### config.mk
export PLATFORM = sky130hd
export DESIGN_NAME = mos6502_address_mode_unit
export DESIGN_NICKNAME = d
export VERILOG_FILES = /design/src/rtl/mamu_pkg.sv /design/src/rtl/mos6502_address_mode_unit.sv
export SDC_FILE = /design/constraint.sdc
export NUM_CORES = 1
export LEC_CHECK = 0
export BUFFER_PORTS_ARGS = -buffer_cell sky130_fd_sc_hd__buf_2
export CAP_MARGIN = 20
export CORE_UTILIZATION = 40
export DETAILED_ROUTE_END_ITERATION = 8
export PLACE_DENSITY_LB_ADDON = 0.3
export SYNTH_ARGS = -nofsm -noshare
export SYNTH_HDL_FRONTEND = slang
export SYNTH_SLANG_ARGS = --single-unit
### constraint.sdc
create_clock -name clk -period 5.5 [get_ports clk]
set_clock_uncertainty 0.1 [all_clocks]
set_input_delay 1.1 -clock clk [delete_from_list [all_inputs] [get_ports clk]]
set_output_delay 1.1 -clock clk [all_outputs]
set_load 0.005 [all_outputs]
### src/rtl/mamu_pkg.sv
`default_nettype none
// ----------------------------------------------------------------------------
// mamu_pkg - shared types and constants of the 6502 address mode unit
// Mode, phase and command codes, input and result word layouts, and the
// store opcodes that never take the page-cross penalty.
// ----------------------------------------------------------------------------
package mamu_pkg;

	// Addressing modes as carried in the start word
	typedef enum logic [3:0] {
		MODE_IMP = 4'd0,
		MODE_IMM = 4'd1,
		MODE_ZP0 = 4'd2,
		MODE_ZPX = 4'd3,
		MODE_ZPY = 4'd4,
		MODE_REL = 4'd5,
		MODE_ABS = 4'd6,
		MODE_ABX = 4'd7,
		MODE_ABY = 4'd8,
		MODE_IND = 4'd9,
		MODE_IZX = 4'd10,
		MODE_IZY = 4'd11
	} mode_t;

	// Sequencer phase
	typedef enum logic [2:0] {
		PH_IDLE  = 3'd0,
		PH_OP1   = 3'd1,
		PH_OP2   = 3'd2,
		PH_PLO   = 3'd3,
		PH_PHI   = 3'd4,
		PH_DUMMY = 3'd5
	} phase_t;

	// Input word command
	localparam logic CMD_START = 1'b0;
	localparam logic CMD_DATA  = 1'b1;

	// Result word kind
	localparam logic KIND_REQ  = 1'b0;
	localparam logic KIND_DONE = 1'b1;

	// Indexed stores: no extra cycle on a page crossing
	localparam logic [7:0] OPC_SHY_ABX = 8'h9C;
	localparam logic [7:0] OPC_STA_ABX = 8'h9D;
	localparam logic [7:0] OPC_SHX_ABY = 8'h9E;
	localparam logic [7:0] OPC_STA_ABY = 8'h99;

	typedef struct packed {
		logic        command;
		logic [3:0]  mode;
		logic [15:0] pc;
		logic [7:0]  index_x;
		logic [7:0]  index_y;
		logic [7:0]  accumulator;
		logic [7:0]  opcode;
		logic [7:0]  read_data;
	} in_word_t;

	typedef struct packed {
		logic        kind;
		logic [15:0] bus_address;
		logic        is_dummy;
		logic [15:0] effective_address;
		logic [15:0] base_address;
		logic [15:0] relative_offset;
		logic [7:0]  fetched;
		logic        fetched_valid;
		logic [15:0] next_pc;
		logic        extra_cycle;
	} out_word_t;

endpackage
`default_nettype wire

### src/rtl/mos6502_address_mode_unit.sv
`default_nettype none
// ----------------------------------------------------------------------------
// mos6502_address_mode_unit - 6502 addressing mode sequencer
// Steps through the twelve 6502 addressing modes one bus byte at a time and
// reports either the next read request or the finished address set.
// ----------------------------------------------------------------------------
// Every word that is not dropped gives one result word (input register, then
// result register), and a new word may be taken every cycle unless the
// output stalls: the only loop is the sequencer state, which is updated as a
// word leaves the input register. A start word drives the mode; each data
// word answers the last read request. IMP, IMM and unknown modes finish on
// the start word; the others issue one to four reads, including the optional
// dummy read of ABX, ABY and IZY (enabled by cfg_data, reset 1). A start
// while busy and data while idle are dropped without a result.
module mos6502_address_mode_unit (
	input  wire logic                clk,
	input  wire logic                arst_n,
	input  wire logic                cfg_write,
	input  wire logic                cfg_data,
	input  wire logic                in_valid,
	output logic                     in_stall,
	input  wire mamu_pkg::in_word_t  in_data,
	output logic                     out_valid,
	input  wire logic                out_stall,
	output mamu_pkg::out_word_t      out_data
);
	import mamu_pkg::*;

	// Input stage
	logic      in_valid_s1;
	in_word_t  in_word_s1;
	// Result stage
	logic      res_valid_s2;
	out_word_t res_word_s2;

	// Sequencer state
	logic        dummy_en_q;
	phase_t      phase_q, nxt_phase;
	mode_t       mode_q, nxt_mode;
	logic [15:0] pc_q, nxt_pc;
	logic [7:0]  x_q, nxt_x;
	logic [7:0]  y_q, nxt_y;
	logic [7:0]  opc_q, nxt_opc;
	logic [7:0]  low_q, nxt_low;
	logic [7:0]  high_q, nxt_high;
	logic [15:0] addr_q, nxt_addr;
	logic [15:0] base_q, nxt_base;
	logic [15:0] off_q, nxt_off;

	// Step outputs
	logic        emit;
	logic        do_done;
	logic        fin_idx;
	logic        chk_extra;
	logic [7:0]  idx;
	logic [15:0] req_addr;
	logic        req_dummy;
	logic [7:0]  fetch_val;
	logic        fetch_vld;
	logic        crossed;
	logic        extra;
	logic        advance;
	out_word_t   res;
	logic [7:0]  b;

	assign b = in_word_s1.read_data;

	// Handshake: the input stage moves when its result has somewhere to go
	assign advance   = in_valid_s1 && (!emit || !res_valid_s2 || !out_stall);
	assign in_stall  = in_valid_s1 && !advance;
	assign out_valid = res_valid_s2;
	assign out_data  = res_word_s2;

	// Next state and result for the word in the input stage
	always_comb begin
		nxt_phase = phase_q;
		nxt_mode  = mode_q;
		nxt_pc    = pc_q;
		nxt_x     = x_q;
		nxt_y     = y_q;
		nxt_opc   = opc_q;
		nxt_low   = low_q;
		nxt_high  = high_q;
		nxt_addr  = addr_q;
		nxt_base  = base_q;
		nxt_off   = off_q;
		emit      = 1'b0;
		do_done   = 1'b0;
		fin_idx   = 1'b0;
		chk_extra = 1'b0;
		idx       = y_q;
		req_addr  = '0;
		req_dummy = 1'b0;
		fetch_val = '0;
		fetch_vld = 1'b0;

		if (in_word_s1.command == CMD_START) begin
			if (phase_q == PH_IDLE) begin
				emit     = 1'b1;
				nxt_mode = mode_t'(in_word_s1.mode);
				nxt_pc   = in_word_s1.pc;
				nxt_x    = in_word_s1.index_x;
				nxt_y    = in_word_s1.index_y;
				nxt_opc  = in_word_s1.opcode;
				unique case (in_word_s1.mode)
					MODE_IMP: begin
						do_done   = 1'b1;
						fetch_val = in_word_s1.accumulator;
						fetch_vld = 1'b1;
					end
					MODE_IMM: begin
						nxt_addr = in_word_s1.pc;
						nxt_pc   = in_word_s1.pc + 16'd1;
						do_done  = 1'b1;
					end
					MODE_ZP0, MODE_ZPX, MODE_ZPY, MODE_REL, MODE_ABS, MODE_ABX,
					MODE_ABY, MODE_IND, MODE_IZX, MODE_IZY: begin
						req_addr  = in_word_s1.pc;
						nxt_pc    = in_word_s1.pc + 16'd1;
						nxt_phase = PH_OP1;
					end
					default: do_done = 1'b1;
				endcase
			end
		end else begin
			unique case (phase_q)
				PH_IDLE: ;
				PH_OP1: begin
					emit = 1'b1;
					unique case (mode_q)
						MODE_ZP0: begin
							nxt_addr = {8'h00, b};
							do_done  = 1'b1;
						end
						MODE_ZPX: begin
							nxt_addr = {8'h00, 8'(b + x_q)};
							do_done  = 1'b1;
						end
						MODE_ZPY: begin
							nxt_addr = {8'h00, 8'(b + y_q)};
							do_done  = 1'b1;
						end
						MODE_REL: begin
							nxt_off = {{8{b[7]}}, b};
							do_done = 1'b1;
						end
						MODE_IZX: begin
							nxt_low   = b;
							nxt_phase = PH_PLO;
							req_addr  = {8'h00, 8'(b + x_q)};
						end
						MODE_IZY: begin
							nxt_low   = b;
							nxt_phase = PH_PLO;
							req_addr  = {8'h00, b};
						end
						default: begin
							nxt_low   = b;
							req_addr  = pc_q;
							nxt_pc    = pc_q + 16'd1;
							nxt_phase = PH_OP2;
						end
					endcase
				end
				PH_OP2: begin
					emit     = 1'b1;
					nxt_high = b;
					nxt_base = {b, low_q};
					nxt_addr = {b, low_q};
					if (mode_q == MODE_ABX) begin
						nxt_addr = {b, low_q} + {8'h00, x_q};
						fin_idx  = 1'b1;
						idx      = x_q;
					end else if (mode_q == MODE_ABY) begin
						nxt_addr = {b, low_q} + {8'h00, y_q};
						fin_idx  = 1'b1;
					end else if (mode_q == MODE_IND) begin
						nxt_phase = PH_PLO;
						req_addr  = {b, low_q};
					end else begin
						do_done = 1'b1;
					end
				end
				PH_PLO: begin
					emit = 1'b1;
					// JMP indirect keeps the pointer high byte fetch in its page
					if (mode_q == MODE_IND)
						req_addr = (addr_q[7:0] == 8'hFF) ? {addr_q[15:8], 8'h00}
							: addr_q + 16'd1;
					else if (mode_q == MODE_IZX)
						req_addr = {8'h00, 8'(low_q + x_q + 8'd1)};
					else
						req_addr = {8'h00, 8'(low_q + 8'd1)};
					nxt_low   = b;
					nxt_phase = PH_PHI;
				end
				PH_PHI: begin
					emit     = 1'b1;
					nxt_high = b;
					if (mode_q == MODE_IZY) begin
						nxt_base = {b, low_q};
						nxt_addr = {b, low_q} + {8'h00, y_q};
						fin_idx  = 1'b1;
					end else begin
						nxt_addr = {b, low_q};
						do_done  = 1'b1;
					end
				end
				PH_DUMMY: begin
					emit      = 1'b1;
					do_done   = 1'b1;
					chk_extra = 1'b1;
				end
				default: nxt_phase = PH_IDLE;
			endcase
		end

		// End of an indexed mode: dummy read at the low-byte-only sum, or finish
		if (fin_idx) begin
			if (dummy_en_q) begin
				nxt_phase = PH_DUMMY;
				req_addr  = {nxt_base[15:8], 8'(nxt_base[7:0] + idx)};
				req_dummy = 1'b1;
			end else begin
				do_done   = 1'b1;
				chk_extra = 1'b1;
			end
		end
		if (do_done)
			nxt_phase = PH_IDLE;
	end

	// Page-cross penalty, with the indexed stores exempt
	always_comb begin
		crossed = nxt_addr[15:8] != nxt_base[15:8];
		extra   = 1'b0;
		if (chk_extra) begin
			if (nxt_mode == MODE_ABX)
				extra = crossed && nxt_opc != OPC_SHY_ABX && nxt_opc != OPC_STA_ABX;
			else if (nxt_mode == MODE_ABY)
				extra = crossed && nxt_opc != OPC_SHX_ABY && nxt_opc != OPC_STA_ABY;
			else if (nxt_mode == MODE_IZY)
				extra = crossed;
		end
	end

	// Result word assembly
	always_comb begin
		res = '0;
		if (do_done) begin
			res.kind              = KIND_DONE;
			res.effective_address = nxt_addr;
			res.base_address      = nxt_base;
			res.relative_offset   = nxt_off;
			res.fetched           = fetch_val;
			res.fetched_valid     = fetch_vld;
			res.next_pc           = nxt_pc;
			res.extra_cycle       = extra;
		end else begin
			res.kind        = KIND_REQ;
			res.bus_address = req_addr;
			res.is_dummy    = req_dummy;
		end
	end

	// Input register
	always_ff @(posedge clk or negedge arst_n) begin
		if (!arst_n) begin
			in_valid_s1 <= 1'b0;
		end else if (!in_stall) begin
			in_valid_s1 <= in_valid;
		end
	end

	always_ff @(posedge clk) begin
		if (in_valid && !in_stall)
			in_word_s1 <= in_data;
	end

	// Result register
	always_ff @(posedge clk or negedge arst_n) begin
		if (!arst_n) begin
			res_valid_s2 <= 1'b0;
		end else if (advance && emit) begin
			res_valid_s2 <= 1'b1;
		end else if (!out_stall) begin
			res_valid_s2 <= 1'b0;
		end
	end

	always_ff @(posedge clk) begin
		if (advance && emit)
			res_word_s2 <= res;
	end

	// Configuration register
	always_ff @(posedge clk or negedge arst_n) begin
		if (!arst_n) begin
			dummy_en_q <= 1'b1;
		end else if (cfg_write) begin
			dummy_en_q <= cfg_data;
		end
	end

	// Sequencer state
	always_ff @(posedge clk or negedge arst_n) begin
		if (!arst_n) begin
			phase_q <= PH_IDLE;
			mode_q  <= MODE_IMP;
			pc_q    <= '0;
			x_q     <= '0;
			y_q     <= '0;
			opc_q   <= '0;
			low_q   <= '0;
			high_q  <= '0;
			addr_q  <= '0;
			base_q  <= '0;
			off_q   <= '0;
		end else if (advance) begin
			phase_q <= nxt_phase;
			mode_q  <= nxt_mode;
			pc_q    <= nxt_pc;
			x_q     <= nxt_x;
			y_q     <= nxt_y;
			opc_q   <= nxt_opc;
			low_q   <= nxt_low;
			high_q  <= nxt_high;
			addr_q  <= nxt_addr;
			base_q  <= nxt_base;
			off_q   <= nxt_off;
		end
	end

	// Checks
	a_done_no_bus: assert property (@(posedge clk) disable iff (!arst_n)
		out_valid && out_data.kind == KIND_DONE |-> out_data.bus_address == 16'h0000
			&& !out_data.is_dummy)
		else $error("done word carries a bus request");

	a_fetch_only_done: assert property (@(posedge clk) disable iff (!arst_n)
		out_valid && out_data.fetched_valid |-> out_data.kind == KIND_DONE)
		else $error("implied operand on a request word");

	a_dummy_enabled: assert property (@(posedge clk) disable iff (!arst_n)
		phase_q == PH_DUMMY |-> dummy_en_q)
		else $error("dummy phase with dummy reads disabled");

	a_stall_only_full: assert property (@(posedge clk) disable iff (!arst_n)
		in_stall |-> in_valid_s1 && res_valid_s2 && out_stall)
		else $error("input stalled with room downstream");

	a_idle_after_done: assert property (@(posedge clk) disable iff (!arst_n)
		advance && emit && do_done |=> phase_q == PH_IDLE)
		else $error("sequencer busy after a done word");

endmodule
`default_nettype wire
== Yosys cells after proc, flatten, opt, wreduce, memory -nomap -nowiden ==
Cells that the tools add are included.
Operators by class
  divide/modulo/power cells: 0
  muxes and demuxes: 83
  bitwise operators: 5
  equality and inequality tests: 36
  order comparisons: 0
  $mul: 0
  reductions and logical operators: 31
  shift-type cells: 0
  add/subtract/negate cells: 11
Operator list (count)
  16-bit 2-to-1 mux: 26
  16-bit one-hot mux with 3 select lines: 4
  8-bit 2-to-1 mux: 7
  16-bit by 1-bit adder with 16-bit output, second input constant: 3
  4-bit == test, second input constant: 10
  16-bit by 8-bit adder with 16-bit output: 2
  8-bit adder: 4
  4-bit by 3-bit == test with 1-bit output, second input constant: 8
  8-bit inequality test, second input constant: 4
  16-bit one-hot mux with 2 select lines: 1
  1-bit 2-to-1 mux: 29
  3-bit 2-to-1 mux: 9
  8-bit by 1-bit adder with 8-bit output, second input constant: 2
  4-bit by 2-bit == test with 1-bit output, second input constant: 4
  8-bit one-hot mux with 2 select lines: 1
  3-bit one-hot mux with 4 select lines: 1
  11-bit OR reduction: 1
  10-bit OR reduction: 1
  8-bit == test, second input constant: 1
  1-bit logical AND: 8
  4-bit 2-to-1 mux: 2
  8-bit inequality test: 1
  4-bit OR reduction: 2
  3-bit by 2-bit == test with 1-bit output, second input constant: 2
  21 further kinds: 33
Storage, ports and cells
  word-level logic and storage cells: 197
  memory bits (read-only): 0
  RAM bits: 0
  latch bits: 0
  memories: 0
  input bits: 67
  output and inout bits: 94
  register bits after elaboration: 259

== Longest topological paths before layout ==
  depth after elaboration: 12
  mapped depth: 20
  mapped depth without buffers: 17

== Least setup slack after synthesis ==
No wires, ideal clock.
  path type: input-to-reg
  from: in out_stall
  to: reg res_word_s2, in the netlist out_data[0], enable pin
  arrival: 5.468 ns
  required time: 4.856 ns
  buffers on the path: 2
  library setup time: 0.544 ns
  stages on the path: 5
  path slack: -0.612 ns
  path through: nand2_1 > o21ai_0 > buf_2 > clkbuf_1 > nor2_1
On the way
  longest elaborated chain between the ends: 4
RTL lines
  start: declaration: RTL line mos6502_address_mode_unit.sv:24  | input wire logic out_stall,
  1-bit logical NOT
  1-bit logical OR: RTL line mos6502_address_mode_unit.sv:69  | assign advance = in_valid_s1 && (!emit || !res_valid_s2 || !out_stall);
  1-bit logical AND: RTL line mos6502_address_mode_unit.sv:69
  1-bit logical AND: RTL line mos6502_address_mode_unit.sv:292  | if (advance && emit)
  end signal: assignment: RTL line mos6502_address_mode_unit.sv:293  | res_word_s2 <= res;
  end: declaration: RTL line mos6502_address_mode_unit.sv:34  | out_word_t res_word_s2;
No other way between the ends.
A chain may end at the register's enable or synchronous reset.

== Worst setup path after layout ==
  from: reg in_word_s1[60] in the netlist's numbering
  to: out in_stall
On the way
  longest elaborated chain between the ends: 7
RTL lines
  start: declaration: RTL line mos6502_address_mode_unit.sv:31  | in_word_t in_word_s1;
  start signal: assignment: RTL line mos6502_address_mode_unit.sv:277  | in_word_s1 <= in_data;
  1-bit 2-to-1 mux: RTL line mos6502_address_mode_unit.sv:97  | if (in_word_s1.command == CMD_START) begin
  1-bit logical NOT: RTL line mos6502_address_mode_unit.sv:69
  1-bit logical OR (2 in series): RTL line mos6502_address_mode_unit.sv:69
  1-bit logical AND: RTL line mos6502_address_mode_unit.sv:69
  1-bit logical NOT: RTL line mos6502_address_mode_unit.sv:70  | assign in_stall = in_valid_s1 && !advance;
  1-bit logical AND: RTL line mos6502_address_mode_unit.sv:70
  end: declaration: RTL line mos6502_address_mode_unit.sv:21  | output logic in_stall,
No other way between the ends.

==> impl_results.md <==
* Cell mode on critical path: inv_1
* Final nets at 1793
* Antenna violation net count after detailed routing at 0
* Clock Path Buffers at 3
* Maximum clock frequency at 222 MHz
* Synthesized flop and latch total at 259
* Number of hold buffers added after CTS at 0
* Library cell with the largest summed area after synthesis: edfxtp_1
* Register-to-Register Setup Slack at 1080 ps
* Sequential power share at 32.7%
* Min Clock Period, post-route at 4500 ps
* Via count of the first global-routing pass at 12500
* Cell leakage power at 7.15 nW
* Clock Sink Count at 259
* Part of the total power dissipated in combinational logic at 49.0%
* Class of the most critical hold timing path: register to register
* Leading cell type by number of instances after synthesis: nor2_1
* Ratio of final minimum period to clock period at 81.8%
* Clock latency reported for the late side of the worst-skew pair at 570 ps
* Area growth, synth to finish at 14.7%
* Crit path buf inv count at 4
* Setup crit end kind: output pin
* Number of top-level pins at 161
* Number of H-tree levels at 1
* Largest delay share family, worst path: buffers and inverters
* Chip Width at 199 um
* Pins over their slew limit at 0
* YS warnings at 0
* Critical path's slowest cell: buf_4
* Crit Path Class: register to output pin
* Aggregate global-route resource usage at 26.2%
* Routed vias at 12900
* Number of flops mapped to enable cells by yosys at 153
* Design area at 17800 um^2
* Setup Total Neg Slack at 0 ps
* Wire length of the first global-routing pass at 77600 um
* Placed Instance Area at 16800 um^2
* Final hold violations at 0
* Slowest stage delay, CP at 670 ps
* Floorplan die height at 199 um
* # port buffers at 160
* Critical-path cell list: buf_4 -> inv_1 -> o32a_1 -> nor2_1 -> nand2_1 -> inv_1 -> buf_2
* Pin count of the biggest net entering global routing at 93
* Post-CTS repair timing setup buffer count at 0
* Max Cap Violations at 0
* Total internal power at 6.07 mW
* DR DRC count at 0
* Worst EP required at 4300 ps
* Register clock-pin slew on the reported worst setup and hold paths at 60 ps
* Area share of the largest cell type after synthesis at 29.6%
* Initial antenna violation count at 0
* Die outline area at 39500 um^2
* Outcome: finished clean
* Leading post-synthesis cells by cell area: edfxtp_1, dfrtp_1, nor2_1
* Share of total power in the clock network at 18.4%
* Net Sw Power at 4.92 mW
* Master cell of the clock root buffer: clkbuf_16
* Switching share of total power at 44.8%
* Initial Util at 40.9%
* HPWL after detailed placement at 37900 um
* Data arrival time at the worst-slack endpoint at 3300 ps
* Area of the mapped netlist at 15500 um^2
* Share of synthesized registers carrying an async set or reset at 40.9%
* Max VDD drop at 0.000307 V
* Remaining Overflow, GRT at 0
* RSZ-0062 raised after global routing: no
* Average size of a mapped cell at 9.92 um^2
* Detail-routed via count per cell at 5.83
* Number of inserted filler cells in the final layout at 3624
* Cell row count at 71
* Total CTS buffers at 30
* Crit path max fanout at 68
* Sort of element at the start of the critical path: register
* Tightest Pin Transition at 1030 ps
* Pwr per Cell Area at 618 nW/um^2
* Routed wire length at 51400 um
* Share of cells above drive strength 1 at 19.3%
* Sequential share of the synthesized area at 46.8%
* Length of the first detailed-routing pass in iterations at 7
* First DRT Iteration DRCs at 1273
* Per-cell routed wire length at 23.2 um
* TritonCTS clock tree: done
* Number of distinct library cells after synthesis at 88
* # setup viols final at 0
* Net count after synthesis at 1677
* Weighted congestion at the end of routability-driven global placement at 1.02
* Post-CTS resize count at 0
* Relative slew slack at 30.9%
* Most used standard cells in the synthesized netlist: nor2_1, nand2_1, edfxtp_1
* Ys flop type: edfxtp_1
* Floorplan Core Area at 37900 um^2
* Cells after synthesis at 1562
power groups by stage:
| stage | clock (mW) | sequential, mW | combinational (mW) |
|---|---|---|---|
| 3_3_place_gp | 0 | 3.60 | 5.31 |
| 5_1_grt | 2.14 | 3.66 | 5.87 |
| 6_report | 2.02 | 3.59 | 5.38 |
| 3_5_place_dp | 0 | 3.61 | 5.32 |
| 4_1_cts | 2.06 | 3.58 | 5.34 |
| 2_1_floorplan | 0 | 3.19 | 3.86 |
state kept, by name, indices dropped and copies added (netlist names):
signal       count
mode_q           4
opc_q            8
pc_q            16
dummy_en_q       1
out_data        92
in_word_s1      53
low_q            8
addr_q          16
x_q              8
off_q           16
phase_q          3
base_q          16
y_q              8
out_valid        1
in_valid_s1      1
b                8
metrics by stage:
step	cells	hold WS, ps	worst slack, ps	total power [mW]	util [%]
after detailed placement	2157	365	1150	8.93	44.2
after floorplan	1562	350	937	7.05	-
after CTS	2213	379	1020	11.0	46.9
after global placement	2157	360	1280	8.91	44.2
after global routing	2213	386	806	11.7	46.9
final	2214	373	999	11.0	46.9
cell type report:
cell class | count | area [um^2] | share of cell area (%)
repair buffers | 193 | 1080 | 6.05
flip-flops and latches | 259 | 7250 | 40.8
clock buffers | 41 | 843 | 4.74
diodes | 1 | 2.50 | 0.0141
well taps | 511 | 639 | 3.60
multi-input cells | 1158 | 7680 | 43.2
clock inverters | 15 | 156 | 0.880
inverters | 36 | 135 | 0.760
routing by layer:
layer	track usage, %	wire [um]	up-vias
li1	-	-	6040
met1	35.8	22200	6251
met2	41.3	23400	505
met3	3.58	3260	117
met4	11.7	2550	0
met5	0	0	-
layout by cell type (no fill, tap or decap), types with 14 or more instances in the layout:
cell type,n
ha_1,42
xnor2_1,54
dfrtp_1,105
inv_1,35
xor2_1,31
o221ai_1,14
buf_4,32
a211oi_1,33
o211ai_1,18
mux2i_1,27
nand2_1,154
buf_2,159
a21o_1,24
edfxtp_1,153
nor2_1,154
o21ai_0,109
a222oi_1,17
nor3_1,34
a21oi_1,101
clkbuf_16,31
nand3_1,36
and3_1,18
mux2_2,50
path summary, 6_finish.rpt:
| kind | startpoint | to | cells after the start |
|---|---|---|---|
| min | in_word_s1[33] | x_q[1] | 1 |
| max reg2reg | phase_q[1] | out_data[82] | 14 |
| max | in_word_s1[60] | in_stall | 7 |
| min in group asynchronous | arst_n | x_q[4] | 1 |
| max in group asynchronous | arst_n | addr_q[13] | 2 |
| min reg2reg | in_word_s1[33] | x_q[1] | 1 |
cells by family (layout without fill, tap and decap cells):
| group | Yosys count | count (layout) | share of synthesized area [%] |
|---|---|---|---|
| buffers and inverters | 145 | 285 | 3.88 |
| AOI/OAI and AO/OA | 445 | 445 | 19.3 |
| and+or+nand+nor | 503 | 503 | 15.7 |
| adders and majority gates | 48 | 48 | 4.17 |
| xor gates and xnor gates | 85 | 85 | 4.80 |
| DFF | 259 | 259 | 46.8 |
| muxes | 77 | 77 | 5.38 |
| other | 0 | 1 | 0 |
No activity file was read; power rests on OpenSTA's default activity.
